===== src/mpbm_ram.sv =====
`default_nettype none
module mpbm_ram #(
   parameter int WIDTH = 8,
   parameter int DEPTH = 256
) (
   input  wire                                    clock,
   input  wire                                    we,
   input  wire  [(DEPTH > 1 ? $clog2(DEPTH) : 1)-1:0] waddr,
   input  wire  [WIDTH-1:0]                       wdata,
   input  wire  [(DEPTH > 1 ? $clog2(DEPTH) : 1)-1:0] raddr,
   output logic [WIDTH-1:0]                       rdata
);

   logic [WIDTH-1:0] mem [DEPTH];

   // Write one word, read one word registered
   always_ff @(posedge clock) begin
      if (we) begin
         mem[waddr] <= wdata;
      end
      rdata <= mem[raddr];
   end

endmodule
`default_nettype wire


===== config.mk =====
export PLATFORM = sky130hd
export DESIGN_NAME = mpbm_ram
export DESIGN_NICKNAME = d
export VERILOG_FILES = /design/src/mpbm_ram.sv
export SDC_FILE = /design/constraint.sdc
export NUM_CORES = 2
export LEC_CHECK = 0
export BUFFER_PORTS_ARGS = -buffer_cell sky130_fd_sc_hd__buf_2
export CORE_ASPECT_RATIO = 0.8
export CORE_UTILIZATION = 54
export CTS_CLUSTER_DIAMETER = 50
export DETAILED_ROUTE_END_ITERATION = 6
export GPL_ROUTABILITY_DRIVEN = 0
export HOLD_SLACK_MARGIN = 0.12
export PLACE_DENSITY = 0.73
export SLEW_MARGIN = 20
export SYNTH_ARGS = -nofsm -noshare
export SYNTH_HDL_FRONTEND = slang
export SYNTH_SLANG_ARGS = --single-unit

===== constraint.sdc =====
create_clock -name clock -period 2.4 [get_ports clock]
set_input_delay 0.48 -clock clock [delete_from_list [all_inputs] [get_ports clock]]
set_output_delay 0.48 -clock clock [all_outputs]
set_load 0.01 [all_outputs]

## Yosys cells after proc, flatten, opt, wreduce, memory -nomap -nowiden

Memory sizes are Yosys's and may differ from the RTL's. A register that Yosys moved wholly into a read port is not among the register bits.
Index checks and enable logic that the tools add are counted.

| storage, ports and cells | value |
|---|---|
| register bits | 0 |
| bits in writable memories | 2048 |
| input bits | 26 |
| output and inout port bits | 8 |
| logic and storage cells | 3 |
| memories | 1 |

Memory list:

| memory | depth | width | read ports | clocked after memory_dff | wr ports | line | source |
|---|---|---|---|---|---|---|---|
| mem | 256 | 8 | 1 | 1 | 1 | 14 | `logic [WIDTH-1:0] mem [DEPTH];` |

| cells by class | value |
|---|---|
| muxes and demuxes | 2 |

Operators with widths:

| cell | number |
|---|---|
| 2-to-1 mux 1 bit | 2 |

## Depth between registers and ports, before layout

| logic depth | value |
|---|---|
| depth in word-level cells | 2 |
| mapped depth | 11 |
| mapped depth without buffers | 6 |

## Worst setup path before layout

Ideal clock, no wire load.

| timing path | value |
|---|---|
| path type | input port to flip-flop |
| start point | input port raddr[0] (netlist bit) |
| end point | register rdata[2], read port of mem |
| setup time | 0.131 ns |
| arrival time | 2.287 ns |
| data required time | 2.269 ns |
| setup slack | -0.018 ns |
| stages | 9 |
| buffers on the path | 4 |
| cells stage by stage | buf_6 -> buf_12 -> buf_8 -> buf_2 -> mux4_2 -> a22oi_1 -> a21oi_1 -> nor4_1 -> nor4_2 |

RTL lines:

| item | line | source |
|---|---|---|
| start, declared | 10 | `input wire [(DEPTH > 1 ? $clog2(DEPTH) : 1)-1:0] raddr,` |
| end, declared | 11 | `output logic [WIDTH-1:0] rdata` |

==> key figures <==
Run status
  – Outcome: completed

Pwr
  – Total leakage power: 30.5 nW
  – Cell internal pwr: 0.0580 W
  – NetSw: 0.0156 W
  – Sw frac: between 20% and 30%
  – Peak VDD IR: just under 0.0009 V
  – Share of power burned in combinational logic: 5.7%
  – Proportion of power drawn by flip-flops and latches: 53.9%
  – Clock share of power: roughly two fifths
  – Total power density per cell area: 785 nW/um2

Hold path
  – Hold Path Class: in2reg
  – Start point of the worst min-delay path: wdata[4]
  – WHS Endpoint: mem[210][4]$_DFFE_PP_
  – Worst hold path depth: 1

Drt
  – DRT Wirelength: 200,000 um
  – Number of design rule violations left after detail routing: 0
  – Antenna-violating nets left: 0
  – Iter 0 DRT Violations: a little over 6,000
  – Vias per Instance: 6.38
  – Pre-antenna DRT Iters: 6
  – Vias: 42,000
  – Routed wirelength normalized by instance count: between 30 and 40 um

STA
  – Post-route fraction of the period consumed by the critical path: 99.4%
  – Final min period: approximately 2400 ps
  – Final count of hold timing violations: 0
  – Tightest hold margin: 244 ps
  – Clock Skews: 27.8 ps
  – Achievable clock frequency: 0.419 GHz
  – Worst Max-Slew Pin Slew: between 800 and 900 ps
  – Final setup violation count: 0
  – Fin. max-slew vios: 0
  – Max transition margin: 44.7%

Yosys
  – Xor/xnor cell area share of the yosys netlist: 0%
  – Synth Flop Type: sky130_fd_sc_hd__edfxtp_1
  – Synthesis warning total: 0
  – Synthesized-area fraction occupied by ao, oa, aoi and oai cells: 3.42%
  – Total nets after synthesis: 3,759
  – Synth Instances: 3,733
  – Mean Syn Cell Area: 21.3 um2
  – Simple-Gate Fraction of Synth Area: roughly 2.6%
  – Adder-cell area share of the yosys netlist: 0%
  – Synthesis-stage register bit count: 2,056
  – Mux cell area share after synthesis: 14.6%
  – EDFF count, synth: 2,048
  – Combinational family with the most area after synthesis: multiplexers
  – Sequential element share of the synthesized area: about 78%
  – Cell area after synthesis: 79,600 um2
  – Cell variety after synth: 55
  – Async SR Flop Fraction: 0%

GRT
  – Pin count of the biggest net entering global routing: 94
  – GR Util All Layers: 27.0%
  – Total congestion overflow after global routing: 0
  – Vias in the first global route: 41,500
  – Wire length of the first global-routing pass: 289,000 um
  – Number of antenna violations at the first check in global routing: 8

Critical path
  – Arrival time at the worst endpoint: 3070 ps
  – Highest fanout seen on the critical path: 1
  – Cell family with most CP delay: compound AO/OA/AOI/OAI gates
  – Setup crit end kind: register
  – Path depth of the worst reg2reg path: 7
  – Chain of cells forming the critical path: mux4_2 -> a22o_1 -> a221oi_2 -> o32ai_1 -> nor3_2 -> buf_4 -> nor4_1
  – R2R Path Start: mem[82][5]$_DFFE_PP_
  – Total buffers and inverters traversed by the critical path: 1
  – Largest incremental delay on the critical path: 460 ps
  – Class of the most critical setup path: reg2reg
  – Register-to-register path setup slack: 10 ps
  – Crit Reg-Reg Endpoint: rdata[5]$_DFF_P_
  – Startpoint Class: register
  – Worst path slowest cell: sky130_fd_sc_hd__mux4_2
  – Data required time at the worst endpoint: 3090 ps

Floorplan
  – Die Ht: 345 um
  – Core outline area: 146,000 um2
  – Floorplan die area: approximately 150,000 um2
  – Die Width: about 430 um
  – Starting density of the core: 54.6%
  – I/O pin cnt: 34
  – Floorplan row count: 125

Finish
  – Design area: 93,600 um2
  – Post-layout nets: 4,488
  – Share of layout cells above drive strength 1: ~33%
  – Area delta synth->final: 17.7%
  – Fill cell count: between 9,000 and 10,000

Clock network
  – Worst skew pair latency: 820 ps
  – Number of buffers inserted during clock tree synthesis: around 180
  – CTS tree: done
  – Bufs on Longest Clock Path: 3
  – Clk Tree Root Cell: sky130_fd_sc_hd__clkbuf_16
  – Post CTS Setup Buffer Count: 0
  – CTS H-Tree Depth: 4
  – TritonCTS Sinks: a little over 2,000
  – Clock-pin slew on the worst setup and hold paths: 70 ps

Placement
  – Buffers on Ports: 33
  – Cell area reported after detailed placement: 87,300 um2
  – Detailed placer's ending HPWL: 128,000 um

Flow run
  – Number of max-cap violations: 0
==> flip-flops by register name (all words and copies together), names as in the netlist <==
register and count:
mem 2048, rdata 8
==> layout by cell type, fill, tap and decap left out, types with 5 or more instances in the layout <==
cell and n:
sky130_fd_sc_hd__o221ai_1 46, sky130_fd_sc_hd__buf_8 6, sky130_fd_sc_hd__buf_2 22, sky130_fd_sc_hd__dlygate4sd3_1 6, sky130_fd_sc_hd__a21oi_1 96, sky130_fd_sc_hd__nand2_1 33
sky130_fd_sc_hd__o22a_1 5, sky130_fd_sc_hd__nand3_1 34, sky130_fd_sc_hd__buf_4 664, sky130_fd_sc_hd__clkinv_2 36, sky130_fd_sc_hd__o21ai_0 9, sky130_fd_sc_hd__o22ai_1 28
sky130_fd_sc_hd__clkinv_1 41, sky130_fd_sc_hd__nor3_1 15, sky130_fd_sc_hd__a22o_1 7, sky130_fd_sc_hd__mux4_2 454, sky130_fd_sc_hd__dfxtp_1 8, sky130_fd_sc_hd__and2_1 6
sky130_fd_sc_hd__a211oi_1 16, sky130_fd_sc_hd__nand4_1 10, sky130_fd_sc_hd__clkbuf_1 23, sky130_fd_sc_hd__edfxtp_1 2048, sky130_fd_sc_hd__nor4_1 19, sky130_fd_sc_hd__o211ai_1 10
sky130_fd_sc_hd__nor2b_1 28, sky130_fd_sc_hd__buf_12 74, sky130_fd_sc_hd__nor2_1 279, sky130_fd_sc_hd__clkinvlp_4 13, sky130_fd_sc_hd__nor4_2 6, sky130_fd_sc_hd__bufinv_16 20
sky130_fd_sc_hd__a221oi_2 5, sky130_fd_sc_hd__nand2b_1 8, sky130_fd_sc_hd__inv_6 9, sky130_fd_sc_hd__mux2i_1 134, sky130_fd_sc_hd__a22oi_1 133, sky130_fd_sc_hd__clkbuf_16 191
sky130_fd_sc_hd__a221oi_1 9
==> synth_stat cells, types with 3 or more instances <==
library cell	number	area [um2]
sky130_fd_sc_hd__a211oi_1	16	120
sky130_fd_sc_hd__a21oi_1	96	480
sky130_fd_sc_hd__a221oi_1	13	114
sky130_fd_sc_hd__a22o_1	8	70.1
sky130_fd_sc_hd__a22oi_1	133	998
sky130_fd_sc_hd__and2_1	6	37.5
sky130_fd_sc_hd__buf_1	22	82.6
sky130_fd_sc_hd__buf_12	8	160
sky130_fd_sc_hd__buf_2	31	155
sky130_fd_sc_hd__buf_4	27	203
sky130_fd_sc_hd__buf_6	21	236
sky130_fd_sc_hd__buf_8	13	195
sky130_fd_sc_hd__clkbuf_1	111	417
sky130_fd_sc_hd__dfxtp_1	8	160
sky130_fd_sc_hd__edfxtp_1	2048	61500
sky130_fd_sc_hd__mux2i_1	134	1340
sky130_fd_sc_hd__mux4_2	454	10200
sky130_fd_sc_hd__nand2_1	33	124
sky130_fd_sc_hd__nand2b_1	8	50.1
sky130_fd_sc_hd__nand3_1	34	170
sky130_fd_sc_hd__nand4_1	10	62.6
sky130_fd_sc_hd__nor2_1	282	1060
sky130_fd_sc_hd__nor2b_1	31	194
sky130_fd_sc_hd__nor3_1	22	110
sky130_fd_sc_hd__nor4_1	24	150
sky130_fd_sc_hd__nor4_2	3	37.5
sky130_fd_sc_hd__o211ai_1	10	75.1
sky130_fd_sc_hd__o21ai_0	10	50.1
sky130_fd_sc_hd__o221ai_1	46	403
sky130_fd_sc_hd__o22a_1	5	43.8
sky130_fd_sc_hd__o22ai_1	28	175
sky130_fd_sc_hd__o32ai_1	4	35.0
sky130_fd_sc_hd__or2_2	4	25.0
==> layer usage <==
layer	routed length [um]	share of wire, %	GRT usage (%)	vias to the layer above
met4	5820	2.9	8.19	8
met5	61	0.030	0	-
li1	-	-	-	17200
met1	78600	39	40.0	21900
met3	23000	11	5.67	368
met2	92900	46	40.9	2556
==> metrics by stage <==
stage               setup WS (ps)  TNS, ps  cells  total power (W)  utilization [%]
floorplan                   0.414        0   3733           0.0423                -
global placement            -1250    -7740   6238           0.0444             59.9
detailed placement          -1200    -7640   6238           0.0445             59.9
CTS                          -195     -195   6583           0.0737             64.2
global route                -12.5    -12.5   6584           0.0752             64.2
finish                       14.9        0   6587           0.0735             64.2
==> kinds of logic after synthesis <==
| kind of cell | after synthesis |
|---|---|
| flip-flops | 2056 |
| multiplexers | 591 |
| AND/OR/NAND/NOR | 466 |
| AO/OA/AOI/OAI | 385 |
| buffers and inverters | 235 |
==> worst max path at each step <==
stage                           from                to  slack, ps  depth (start not counted)
2_1_floorplan               raddr[0]  rdata[2]$_DFF_P_        0.4                          7
3_3_place_gp                raddr[0]  rdata[5]$_DFF_P_      -1250                          9
3_5_place_dp                raddr[0]  rdata[1]$_DFF_P_      -1200                          9
4_1_cts         mem[67][3]$_DFFE_PP_  rdata[3]$_DFF_P_       -190                          6
5_1_grt        mem[211][5]$_DFFE_PP_  rdata[5]$_DFF_P_        -10                          7
6_report        mem[82][5]$_DFFE_PP_  rdata[5]$_DFF_P_         10                          7
==> timing repair <==
action	4_1_cts	5_1_grt
endpoints found under the setup margin	6	6
hold buffers	6	0
endpoints found under the hold margin	127	0
pin swaps	1	6
resized for setup	11	12
==> area by class of cell <==
cell class | count | area (um2) | area share, %
tap | 1968 | 2460 | 2.63
inverter | 2 | 7.51 | 0.00802
sequential | 2056 | 61700 | 65.9
clock inverter | 125 | 1190 | 1.27
multi-input combinational | 1442 | 16600 | 17.8
antenna | 4 | 10.0 | 0.0107
clock buffer | 214 | 4870 | 5.20
timing repair buffer | 776 | 6780 | 7.24
==> power groups by stage <==
| stage | clock network, W | registers [W] | logic, W |
|---|---|---|---|
| after floorplan | 0 | 0.0404 | 0.00193 |
| after global placement | 0 | 0.0404 | 0.00402 |
| final | 0.0297 | 0.0396 | 0.00422 |
| after detailed placement | 0 | 0.0404 | 0.00410 |
| after global routing | 0.0312 | 0.0396 | 0.00438 |
| after CTS | 0.0300 | 0.0396 | 0.00416 |
(Power assumes the default switching activity.)
