<file path="src/mpbm_pkg.sv">
`default_nettype none
package mpbm_pkg;

   // Default sizes of the stores
   localparam int MAX_NODES_DEF    = 256;
   localparam int MAX_PATTERNS_DEF = 16;
   localparam int ALPHABET_DEF     = 256;

   // Result limit per scanned byte
   localparam int MAX_RESULTS = 16;

   // Command codes
   localparam logic [2:0] CMD_CLEAR = 3'd0;
   localparam logic [2:0] CMD_BYTE  = 3'd1;
   localparam logic [2:0] CMD_END   = 3'd2;
   localparam logic [2:0] CMD_BUILD = 3'd3;
   localparam logic [2:0] CMD_SCAN  = 3'd4;

   // Status codes
   localparam logic [1:0] ST_OK        = 2'd0;
   localparam logic [1:0] ST_NODE_FULL = 2'd1;
   localparam logic [1:0] ST_PAT_FULL  = 2'd2;
   localparam logic [1:0] ST_NOT_BUILT = 2'd3;

   // One result word
   typedef struct packed {
      logic        kind;
      logic [1:0]  status;
      logic [3:0]  pattern_id;
      logic [31:0] match_start;
      logic        last;
   } rsp_word_type;

   // Sequencer states
   typedef enum logic [4:0] {
      S_SWEEP,
      S_IDLE,
      S_RESP,
      S_ADD_RD,
      S_ADD_DEC,
      S_END_RD,
      S_END_DEC,
      S_END_WALK,
      S_B_ROOT_RD,
      S_B_ROOT_DEC,
      S_B_POP,
      S_B_POPW,
      S_B_FAILW,
      S_B_RA,
      S_B_RB,
      S_B_DEC,
      S_SC_RD,
      S_SC_DEC,
      S_NFP_RD,
      S_NFP_DEC,
      S_EMIT,
      S_FAIL_RD,
      S_FAIL_DEC,
      S_FLUSH
   } state_type;

endpackage
`default_nettype wire

</file>
<file path="src/mpbm_rsp_stage.sv">
`default_nettype none
module mpbm_rsp_stage (
   input  wire                   clock,
   input  wire                   reset,
   input  wire                   load,
   input  mpbm_pkg::rsp_word_type word,
   output logic                  free,
   output logic                  rsp_tvalid,
   input  wire                   rsp_tready,
   output logic [39:0]           rsp_tdata,
   output logic                  rsp_tuser,
   output logic                  rsp_tlast
);

   logic                   valid_ff;
   mpbm_pkg::rsp_word_type word_ff;

   assign free = !valid_ff || rsp_tready;

   // Hold the word until taken
   always_ff @(posedge clock) begin
      if (reset) begin
         valid_ff <= 1'b0;
      end else if (load) begin
         valid_ff <= 1'b1;
      end else if (rsp_tready) begin
         valid_ff <= 1'b0;
      end
   end

   always_ff @(posedge clock) begin
      if (load) begin
         word_ff <= word;
      end
   end

   assign rsp_tvalid = valid_ff;
   assign rsp_tdata  = {2'b00, word_ff.match_start, word_ff.pattern_id, word_ff.status};
   assign rsp_tuser  = word_ff.kind;
   assign rsp_tlast  = word_ff.last;

endmodule
`default_nettype wire

</file>
<file path="config.mk">
export PLATFORM = sky130hd
export DESIGN_NAME = mpbm_rsp_stage
export DESIGN_NICKNAME = d
export VERILOG_FILES = /design/src/mpbm_pkg.sv /design/src/mpbm_rsp_stage.sv
export SDC_FILE = /design/constraint.sdc
export NUM_CORES = 1
export LEC_CHECK = 0
export BUFFER_PORTS_ARGS = -buffer_cell sky130_fd_sc_hd__buf_2
export CAP_MARGIN = 10
export CORE_ASPECT_RATIO = 1.25
export CORE_MARGIN = 2
export CORE_UTILIZATION = 30
export DETAILED_ROUTE_END_ITERATION = 8
export SLEW_MARGIN = 40
export SYNTH_ARGS = -nofsm -noshare
export SYNTH_HDL_FRONTEND = slang
export SYNTH_SLANG_ARGS = --single-unit
</file>
<file path="constraint.sdc">
create_clock -name clock -period 0.8 [get_ports clock]
set_clock_uncertainty 0.1 [all_clocks]
set_input_delay 0.12 -clock clock [delete_from_list [all_inputs] [get_ports clock]]
set_output_delay 0.12 -clock clock [all_outputs]
set_load 0.05 [all_outputs]
</file>
Word level (Yosys, flattened, before mapping)
Index checks and enable logic that the tools add are counted.
Storage, ports and cells
  flip-flop bits (word level): 41
  output and inout port bits: 44
  word-level logic and storage cells: 11
  input bits: 44
Operators by class
  mux-type cells: 2
  reduce and logical (&&, ||, !) cells: 3
Operators by type and width (number)
  $mux 1: 2
  $reduce_bool 2->1: 1
  $logic_not 1->1: 1
  $logic_or 1x1->1: 1

Depth between registers and ports, before layout
Gate-level depths: netlist of run 1.
  depth in word-level cells: 2
  gate-level depth with buffers: 2
  mapped depth without buffers: 2

Least setup slack after synthesis of run 1
Ideal clock, no wire load.
  kind: register to register
  start point: register, netlist name rsp_tvalid
  end point: register valid_ff (netlist: rsp_tvalid)
  cell stages (with the launch flop): 3
  path buffers: 0
  arrival: 1.037 ns
  period minus slack after synthesis: 1.204 ns
  setup slack: -0.404 ns
  required time: 0.633 ns
  setup time: 0.067 ns
  cell sequence: dfxtp_1 nand2b_4 a21oi_2
RTL lines
  to (signal assigned): line mpbm_rsp_stage.sv:23  | valid_ff <= 1'b0;
  to (signal assigned): line mpbm_rsp_stage.sv:25  | valid_ff <= 1'b1;
  to (signal assigned): line mpbm_rsp_stage.sv:27  | valid_ff <= 1'b0;
  to (decl): line mpbm_rsp_stage.sv:15  | logic valid_ff;

Final worst setup path of run 1
  start point: register valid_ff (netlist: rsp_tvalid)
  end point: output port free
Between the ends
  cells in the longest elaborated chain, start to end: 2
RTL lines
  $logic_not 1->1: line mpbm_rsp_stage.sv:18  | assign free = !valid_ff || rsp_tready;
  $logic_or 1x1->1: line mpbm_rsp_stage.sv:18
  to (decl): line mpbm_rsp_stage.sv:7  | output logic free,
Every way passes these cells.

==> metrics.yaml, run 1 <==
final_layout:
  regArea_mm2: 0.00122
  final_common_cell: "buf_2"
  multi_input_area_um2: 30.0
  finalNetCount: 219
  insertedDiodeCount: 0
  nFillCells: 298
  final_area_mm2: 0.00251
  most-common-layout-cells: "buf_2 (43), buf_6 (42), edfxtp_1 (40), dlygate4sd3_1 (30), clkbuf_8 (5)"
  drive_gt1_frac: 0.568
  area_growth_pct: 98.6
  post-route-util: 0.618
global_routing:
  grt_usage: 0.125
  gr-total-overflow: 0
  grt_pass1_vias: 887
  antenna_found_initial: 0
  grt_pass1_wl_mm: 4.37
  grt_max_degree: 22
drt:
  drt_iter0_markers: 13
  drt-total-wl_mm: 3.05
  wl_met3_um: 224
  drtPass1Iterations: 3
  ant_nets: 0
  drcViolationCount: 0
  dr_total_vias: 903
  viasPerCell: 3.89
  routedLengthMet1_mm: 1.01
  top_layer: "met4"
  wl_met2_mm: 1.74
  routedWlPerCell_um: 13.2
logic_synthesis:
  ys_seq_area_frac: 0.964
  yosys.area.top_type: "edfxtp_1"
  synth-seq-cells: 41
  avgSynthCellArea_um2: 26.9
  ys_top_cells_by_area: "edfxtp_1 (95%), dfxtp_1 (1.6%), buf_4 (1.2%), nand2b_4 (1.1%), a21oi_2 (0.69%)"
  yosysWarnings: 0
  yosys.cell_types.count: 7
  synth_top_area_share: 0.949
  synthCells: 47
  syn-cell-area_mm2: 0.00127
sta:
  min_period_ns: 1.10
  grt_setup_unrepaired: "true"
  fin_hold_ws_ns: -0.0968
  fin_tns_setup_ns: -11.63
  setup_viol: 71
  fmax_mhz: 911
  post-route-period-util: 1.37
  hold_viol_final: 8
  finalMaxSlewViolations: 0
  fin_ws_ns: -0.298
clocking:
  clock-sinks: 41
  h-tree-depth: 2
  cts_tree: "done"
  cts_buffers: 5
  cts_root_buffer: "clkbuf_8"
  clock_latency_ns: 0.29
  path_clk_slew_ns: 0.08
  cts_max_path_buffers: 2
placed_design:
  routabilityCongestion: 0.671
  io_buffer_count: 85
  placed_cell_area_mm2: 0.00180
floorplanning:
  rows: 26
  die_w_um: 62.1
  dieHeight_um: 76.6
  num_io_pins: 88
  dieArea_mm2: 0.00476
  core_area_mm2: 0.00407
  initial_core_util: 0.311
run_status:
  violations: "negative hold slack, negative setup slack"
  status: "finished with violations"
worst_setup_path:
  worstPathArrival_ns: 0.88
  rrSetupSlack_ns: -0.12
  worst_setup_path_end_kind: "output port"
  crit_fanout: 2
  required_ns: 0.58
  criticalPathCategory: "flip-flop to output port"
  worst_setup_path_start_kind: "flip-flop"
power:
  vdd_drop_max_mv: 1.30
  power_density_mw_per_mm2: 2090
  total_leakage_power_nw: 1.09
job:
  max-cap-violations: 0
min_path:
  hold_class: "input pin to flip-flop"
[registers in the layout, summed over array words and instances, names as in the netlist]
name,flops
rsp_tdata,38
rsp_tvalid,1
rsp_tlast,1
rsp_tuser,1
[area by class of cell]
class / count / share of cell area
Tap cell: 56 / 0.0279
Clock inverter: 3 / 0.00846
Sequential cell: 41 / 0.487
Clock buffer: 5 / 0.0274
Multi-Input combinational cell: 4 / 0.0119
Timing Repair Buffer: 122 / 0.436
Inverter: 1 / 0.00149
[path summary, 6_finish.rpt]
kind | start | end | depth (start not counted)
worst max register to register | rsp_tvalid$_SDFFE_PP0P_ | rsp_tvalid$_SDFFE_PP0P_ | 4
worst min-delay path | word[23] | rsp_tdata[28]$_DFFE_PP_ | 1
worst max-delay path | rsp_tvalid$_SDFFE_PP0P_ | free | 2
worst min register to register | rsp_tvalid$_SDFFE_PP0P_ | rsp_tvalid$_SDFFE_PP0P_ | 4
[report_power, final]
group / total, mW / switching (mW) / internal [mW]
Clock: 1.34 / 0.721 / 0.618
Sequential: 2.62 / 0.0771 / 2.54
Combinational: 1.30 / 0.775 / 0.523
Total: 5.26 / 1.57 / 3.68
[per-stage QoR]
| step | worst slack (ns) | total power [mW] | instances |
|---|---|---|---|
| 2_1_floorplan | -0.0841 | 3.28 | 48 |
| 3_3_place_gp | -0.0551 | 3.58 | 190 |
| 3_5_place_dp | -0.0638 | 3.59 | 190 |
| 4_1_cts | -0.299 | 5.21 | 207 |
| 5_1_grt | -0.338 | 5.49 | 232 |
| 6_report | -0.298 | 5.26 | 232 |
[metal layers]
layer	GRT usage	vias to the layer above
met5	0	-
met4	0.0600	0
met3	0.0561	8
met2	0.224	47
met1	0.122	414
li1	-	434
[synthesized netlist by cell type, drive strengths merged]
master	instances
dfxtp	1
edfxtp	40
inv	1
buf	2
a21oi	1
conb	1
nand2b	1
[kinds of logic after synthesis]
group	synth area share
compound gates	0.00692
buf+inv	0.0148
flops	0.964
other cells	0.00296
simple gates	0.0109
[worst max-delay path, stage by stage, from the launching register on]
cell and delay (ns):
dfxtp_4 0.38, nand2b_4 0.07, buf_8 0.15
[repair_timing]
item                                    in CTS  in global routing
hold endpoints to repair                    41                 32
buffers inserted                             0                  2
pin swaps                                    0                  1
gates resized for setup                     83                  8
hold buffers                                 9                 24
endpoints found under the setup margin      43                 46
Note: power is estimated with default switching activity, not from simulation.
==> inputs of run 2 (changes only) <==
==> constraint.sdc (replaced) <==
create_clock -name clock -period 0.8 [get_ports clock]
set_clock_uncertainty 0.1 [all_clocks]
set_input_delay 0.08 -clock clock [delete_from_list [all_inputs] [get_ports clock]]
set_output_delay 0.08 -clock clock [all_outputs]
set_load 0.05 [all_outputs]
==> metrics.yaml, run 2 (synthesized netlist as in run 1, its figures left out) <==
run_status:
  status: "finished with violations"
  violations: "negative setup slack"
final_layout:
  largest_reg_flops: 38
  finalNonFillerCells: 239
  most-common-layout-cells: "buf_2 (42), dlygate4sd3_1 (41), buf_6 (40), edfxtp_1 (40), clkbuf_8 (5)"
  nFillCells: 276
  area_growth_pct: 105
  insertedDiodeCount: 0
  finalNetCount: 226
  drive_gt1_frac: 0.541
  final_common_cell: "buf_2"
worst_setup_path:
  critPathBufInv: 1
  crit_fanout: 2
  crit_cells: 2
  worstPathArrival_ns: 0.88
  criticalPathCategory: "flip-flop to output port"
  path_cells: "nand2b_4, buf_8"
  rr_worst_depth: 4
  worst_setup_path_start_kind: "flip-flop"
  max_stage_delay_ns: 0.38
  critPathTopFamily: "flip-flops"
  rrSetupSlack_ns: -0.14
  required_ns: 0.62
  worst_setup_path_end_kind: "output port"
  critPathSlowestCell: "dfxtp_4"
floorplanning:
  die_w_um: 62.1
  rows: 26
  initial_core_util: 0.311
  dieHeight_um: 76.6
  num_io_pins: 88
  core_area_mm2: 0.00407
  dieArea_mm2: 0.00476
sta:
  min_period_ns: 1.06
  setup_viol: 44
  fin_hold_ws_ns: 0.132
  fmax_mhz: 944
  grt_setup_unrepaired: "true"
  fin_ws_ns: -0.259
  post-route-period-util: 1.32
  finalMaxSlewViolations: 0
  hold_viol_final: 0
clocking:
  path_clk_slew_ns: 0.08
  clock-sinks: 41
  cts_buffers: 5
  cts_root_buffer: "clkbuf_8"
  cts_max_path_buffers: 2
  cts_tree: "done"
  clock_latency_ns: 0.29
  h-tree-depth: 2
job:
  max-cap-violations: 0
global_routing:
  grt_usage: 0.152
  grt_pass1_vias: 1086
  grt_pass1_wl_mm: 5.32
  antenna_found_initial: 0
  grt_max_degree: 22
  gr-total-overflow: 0
drt:
  viasPerCell: 4.03
  drcViolationCount: 0
  drt_iter0_markers: 19
  routedWlPerCell_um: 13.8
  drt-total-wl_mm: 3.30
  dr_total_vias: 962
  drtPass1Iterations: 3
  ant_nets: 0
power:
  power_density_mw_per_mm2: 2150
  vdd_drop_max_mv: 1.60
  total_leakage_power_nw: 1.10
min_path:
  hold_class: "input pin to flip-flop"
  hold_depth: 2
placed_design:
  io_buffer_count: 85
  routabilityCongestion: 0.677
  dp.cells: 190
run 2: repair_timing:
action | 4_1_cts | 5_1_grt
hold buffers | 41 | 0
setup endpoints to repair | 43 | 44
hold endpoints to repair | 41 | 0
gates resized for setup | 83 | 3
setup buffers | 0 | 1
run 2: per-layer routing:
metal,up-vias,global-route usage,part of all wire
met5,-,0,0
met4,0,0.0867,0.038
met3,8,0.0487,0.052
met2,53,0.291,0.59
met1,453,0.137,0.32
li1,448,-,-
run 2: area by class of cell:
type | count | area (um2) | area share
multi-input combinational | 4 | 30.0 | 0.0116
inverter | 1 | 3.75 | 0.00145
timing repair buffer | 129 | 1160 | 0.445
tap | 56 | 70.1 | 0.0270
clock buffer | 5 | 68.8 | 0.0265
sequential | 41 | 1220 | 0.472
clock inverter | 3 | 43.8 | 0.0169
run 2: worst paths after layout:
check | from | to
setup reg to reg | rsp_tvalid$_SDFFE_PP0P_ | rsp_tvalid$_SDFFE_PP0P_
hold reg to reg | rsp_tvalid$_SDFFE_PP0P_ | rsp_tvalid$_SDFFE_PP0P_
hold / removal | load | rsp_tdata[10]$_DFFE_PP_
setup / recovery | rsp_tvalid$_SDFFE_PP0P_ | free
run 2: power breakdown:
group	switching [mW]	leakage (nW)	internal, mW
Combinational	0.783	0.642	0.542
Sequential	0.0807	0.400	2.54
Clock	0.693	0.0585	0.934
run 2: metrics by stage:
| step | TNS [ns] | power (mW) | area [um2] | setup WS (ns) | utilization |
|---|---|---|---|---|---|
| floorplan | -0.0841 | 3.28 | 1270 | -0.0841 | - |
| global placement | -0.0153 | 3.58 | 1800 | -0.0153 | 0.443 |
| detailed placement | -0.0265 | 3.59 | 1800 | -0.0234 | 0.443 |
| CTS | -9.86 | 5.60 | 2580 | -0.263 | 0.635 |
| global route | -11.51 | 5.80 | 2600 | -0.304 | 0.639 |
| finish | -9.53 | 5.58 | 2600 | -0.259 | 0.639 |
run 2: worst reg2reg max path: cells and delay by family, from the launching register on:
kind	cells	cell delay, ns
AO/OA/AOI/OAI	1	0.09
buffers and inverters	2	0.25
flip-flops	1	0.38
AND/OR/NAND/NOR	1	0.06
==> inputs of run 3 (changes only) <==
--- a/config.mk
+++ b/config.mk
@@ -5,6 +5,7 @@
 export SDC_FILE = /design/constraint.sdc
 export NUM_CORES = 1
 export LEC_CHECK = 0
+export ABC_AREA = 1
 export BUFFER_PORTS_ARGS = -buffer_cell sky130_fd_sc_hd__buf_2
 export CAP_MARGIN = 10
 export CORE_ASPECT_RATIO = 1.25
==> metrics.yaml, run 3 <==
run_status:
  status: "finished with violations"
  violations: "negative setup slack"
power:
  vdd_drop_max_mv: 1.42
  power_mw: 5.19
  power_density_mw_per_mm2: 2030
  total_leakage_power_nw: 1.08
logic_synthesis:
  synth_xor_area_frac: 0
  synth_top_area_share: 0.951
  avgSynthCellArea_um2: 26.3
  synth-async-reset-ratio: 0
  yosys.cell_types.count: 7
  synth_top_flop_cell: "edfxtp_1"
  muxShareOfSynthArea: 0
  synth_fa_ha_area_frac: 0
  synthCells: 48
  synth-seq-cells: 41
  syn-cell-area_mm2: 0.00126
  synth-edff-count: 40
  yosys.area.top_type: "edfxtp_1"
  synth_top_family_by_area: "buffers and inverters"
  synth_compound_area_frac: 0.00694
  ys_top_cells_by_count: "edfxtp_1 (40), buf_4 (2), inv_1 (2)"
  ys_top_cells_by_area: "edfxtp_1 (95%), dfxtp_1 (1.6%), buf_4 (1.2%), a21oi_2 (0.69%), inv_1 (0.59%)"
  yosys.area_share.simple: 0.00496
  yosysMostFrequentCell: "edfxtp_1"
  yosysWarnings: 0
  ys_seq_area_frac: 0.967
clocking:
  cts_root_buffer: "clkbuf_8"
  clock_latency_ns: 0.28
  cts_buffers: 5
  path_clk_slew_ns: 0.08
  h-tree-depth: 2
  clock-sinks: 41
  cts_tree: "done"
  cts_max_path_buffers: 2
worst_setup_path:
  required_ns: 0.62
  setup.worst_path.start: "rsp_tdata[18]$_DFFE_PP_"
  rrSetupSlack_ns: -0.01
  r2r-end: "rsp_tvalid$_SDFFE_PP0P_"
  crit_cells: 1
  worstPathArrival_ns: 0.88
  worst_setup_path_start_kind: "flip-flop"
  critPathBufInv: 1
  criticalPathCategory: "flip-flop to output port"
  crit_fanout: 1
  endpoint: "rsp_tdata[18]"
  critPathSlowestCell: "edfxtp_1"
  path_cells: "buf_6"
  r2r-start: "rsp_tvalid$_SDFFE_PP0P_"
  rr_worst_depth: 3
  worst_setup_path_end_kind: "output port"
  critPathTopFamily: "flip-flops"
  max_stage_delay_ns: 0.42
sta:
  setup_viol: 47
  fin_ws_ns: -0.259
  finalMaxSlewViolations: 0
  fin_hold_ws_ns: 0.100
  min_period_ns: 1.06
  grt_setup_unrepaired: "true"
  hold_viol_final: 0
  fmax_mhz: 944
  post-route-period-util: 1.32
  fin_tns_setup_ns: -9.17
placed_design:
  routabilityCongestion: 0.668
  placed_cell_area_mm2: 0.00180
  place_ws_ns: -0.0340
  io_buffer_count: 85
  dp.cells: 191
floorplanning:
  initial_core_util: 0.310
  dieHeight_um: 76.5
  core_area_mm2: 0.00407
  num_io_pins: 88
  rows: 26
  die_w_um: 62.0
  dieArea_mm2: 0.00475
drt:
  drcViolationCount: 0
  drt_iter0_markers: 15
  ant_nets: 0
  viasPerCell: 4.03
  routedWlPerCell_um: 13.8
  drt-total-wl_mm: 3.29
  dr_total_vias: 964
  drtPass1Iterations: 3
final_layout:
  largest_reg_flops: 38
  final_area_mm2: 0.00256
  finalNetCount: 226
  insertedDiodeCount: 0
  regArea_mm2: 0.00122
  multi_input_area_um2: 36.3
  nFillCells: 302
  drive_gt1_frac: 0.519
  area_growth_pct: 103
  final_common_cell: "buf_2"
  finalNonFillerCells: 239
  post-route-util: 0.629
  most-common-layout-cells: "buf_2 (42), dlygate4sd3_1 (41), buf_6 (41), edfxtp_1 (40), clkbuf_8 (5)"
global_routing:
  grt_pass1_wl_mm: 5.11
  grt_usage: 0.154
  gr-total-overflow: 0
  grt_pass1_vias: 1108
  grt_max_degree: 29
  antenna_found_initial: 0
min_path:
  hold_class: "input pin to flip-flop"
job:
  max-cap-violations: 0
[run 3: logic make-up after synthesis]
family          after synthesis
flops                        41
other cells                   1
compound gates                1
buf+inv                       4
simple gates                  1
[run 3: cell type report]
type	count	share of cell area
Sequential cell	41	0.479
Clock inverter	1	0.00147
Clock buffer	7	0.0298
Inverter	2	0.00293
Timing Repair Buffer	128	0.445
Tap cell	56	0.0274
Multi-Input combinational cell	4	0.0142
[run 3: timing repair]
item / in CTS / in global routing
pin swaps: 2 / 1
hold endpoints to repair: 41 / 0
buffers inserted: 0 / 1
gates resized for setup: 85 / 3
endpoints found under the setup margin: 43 / 44
hold buffers: 41 / 0
[run 3: where the power goes]
group | switching, mW | internal (mW)
Sequential | 0.0855 | 2.55
Combinational | 0.783 | 0.533
Clock | 0.630 | 0.607
[run 3: per-layer routing]
metal | up-vias | track usage | part of all wire
met1 | 454 | 0.147 | 0.33
met3 | 10 | 0.0594 | 0.067
met5 | - | 0 | 0
met2 | 54 | 0.269 | 0.57
met4 | 0 | 0.0766 | 0.031
li1 | 446 | - | -
[run 3: worst min path at each step]
stage	from	endpoint	slack, ns	depth (start not counted)
after floorplan	reset	rsp_tvalid$_SDFFE_PP0P_	0.03	1
after global routing	rsp_tready	rsp_tvalid$_SDFFE_PP0P_	0.11	5
after detailed placement	reset	rsp_tvalid$_SDFFE_PP0P_	0.14	2
final	rsp_tready	rsp_tvalid$_SDFFE_PP0P_	0.10	5
after CTS	rsp_tready	rsp_tvalid$_SDFFE_PP0P_	0.08	5
after global placement	reset	rsp_tvalid$_SDFFE_PP0P_	0.13	2
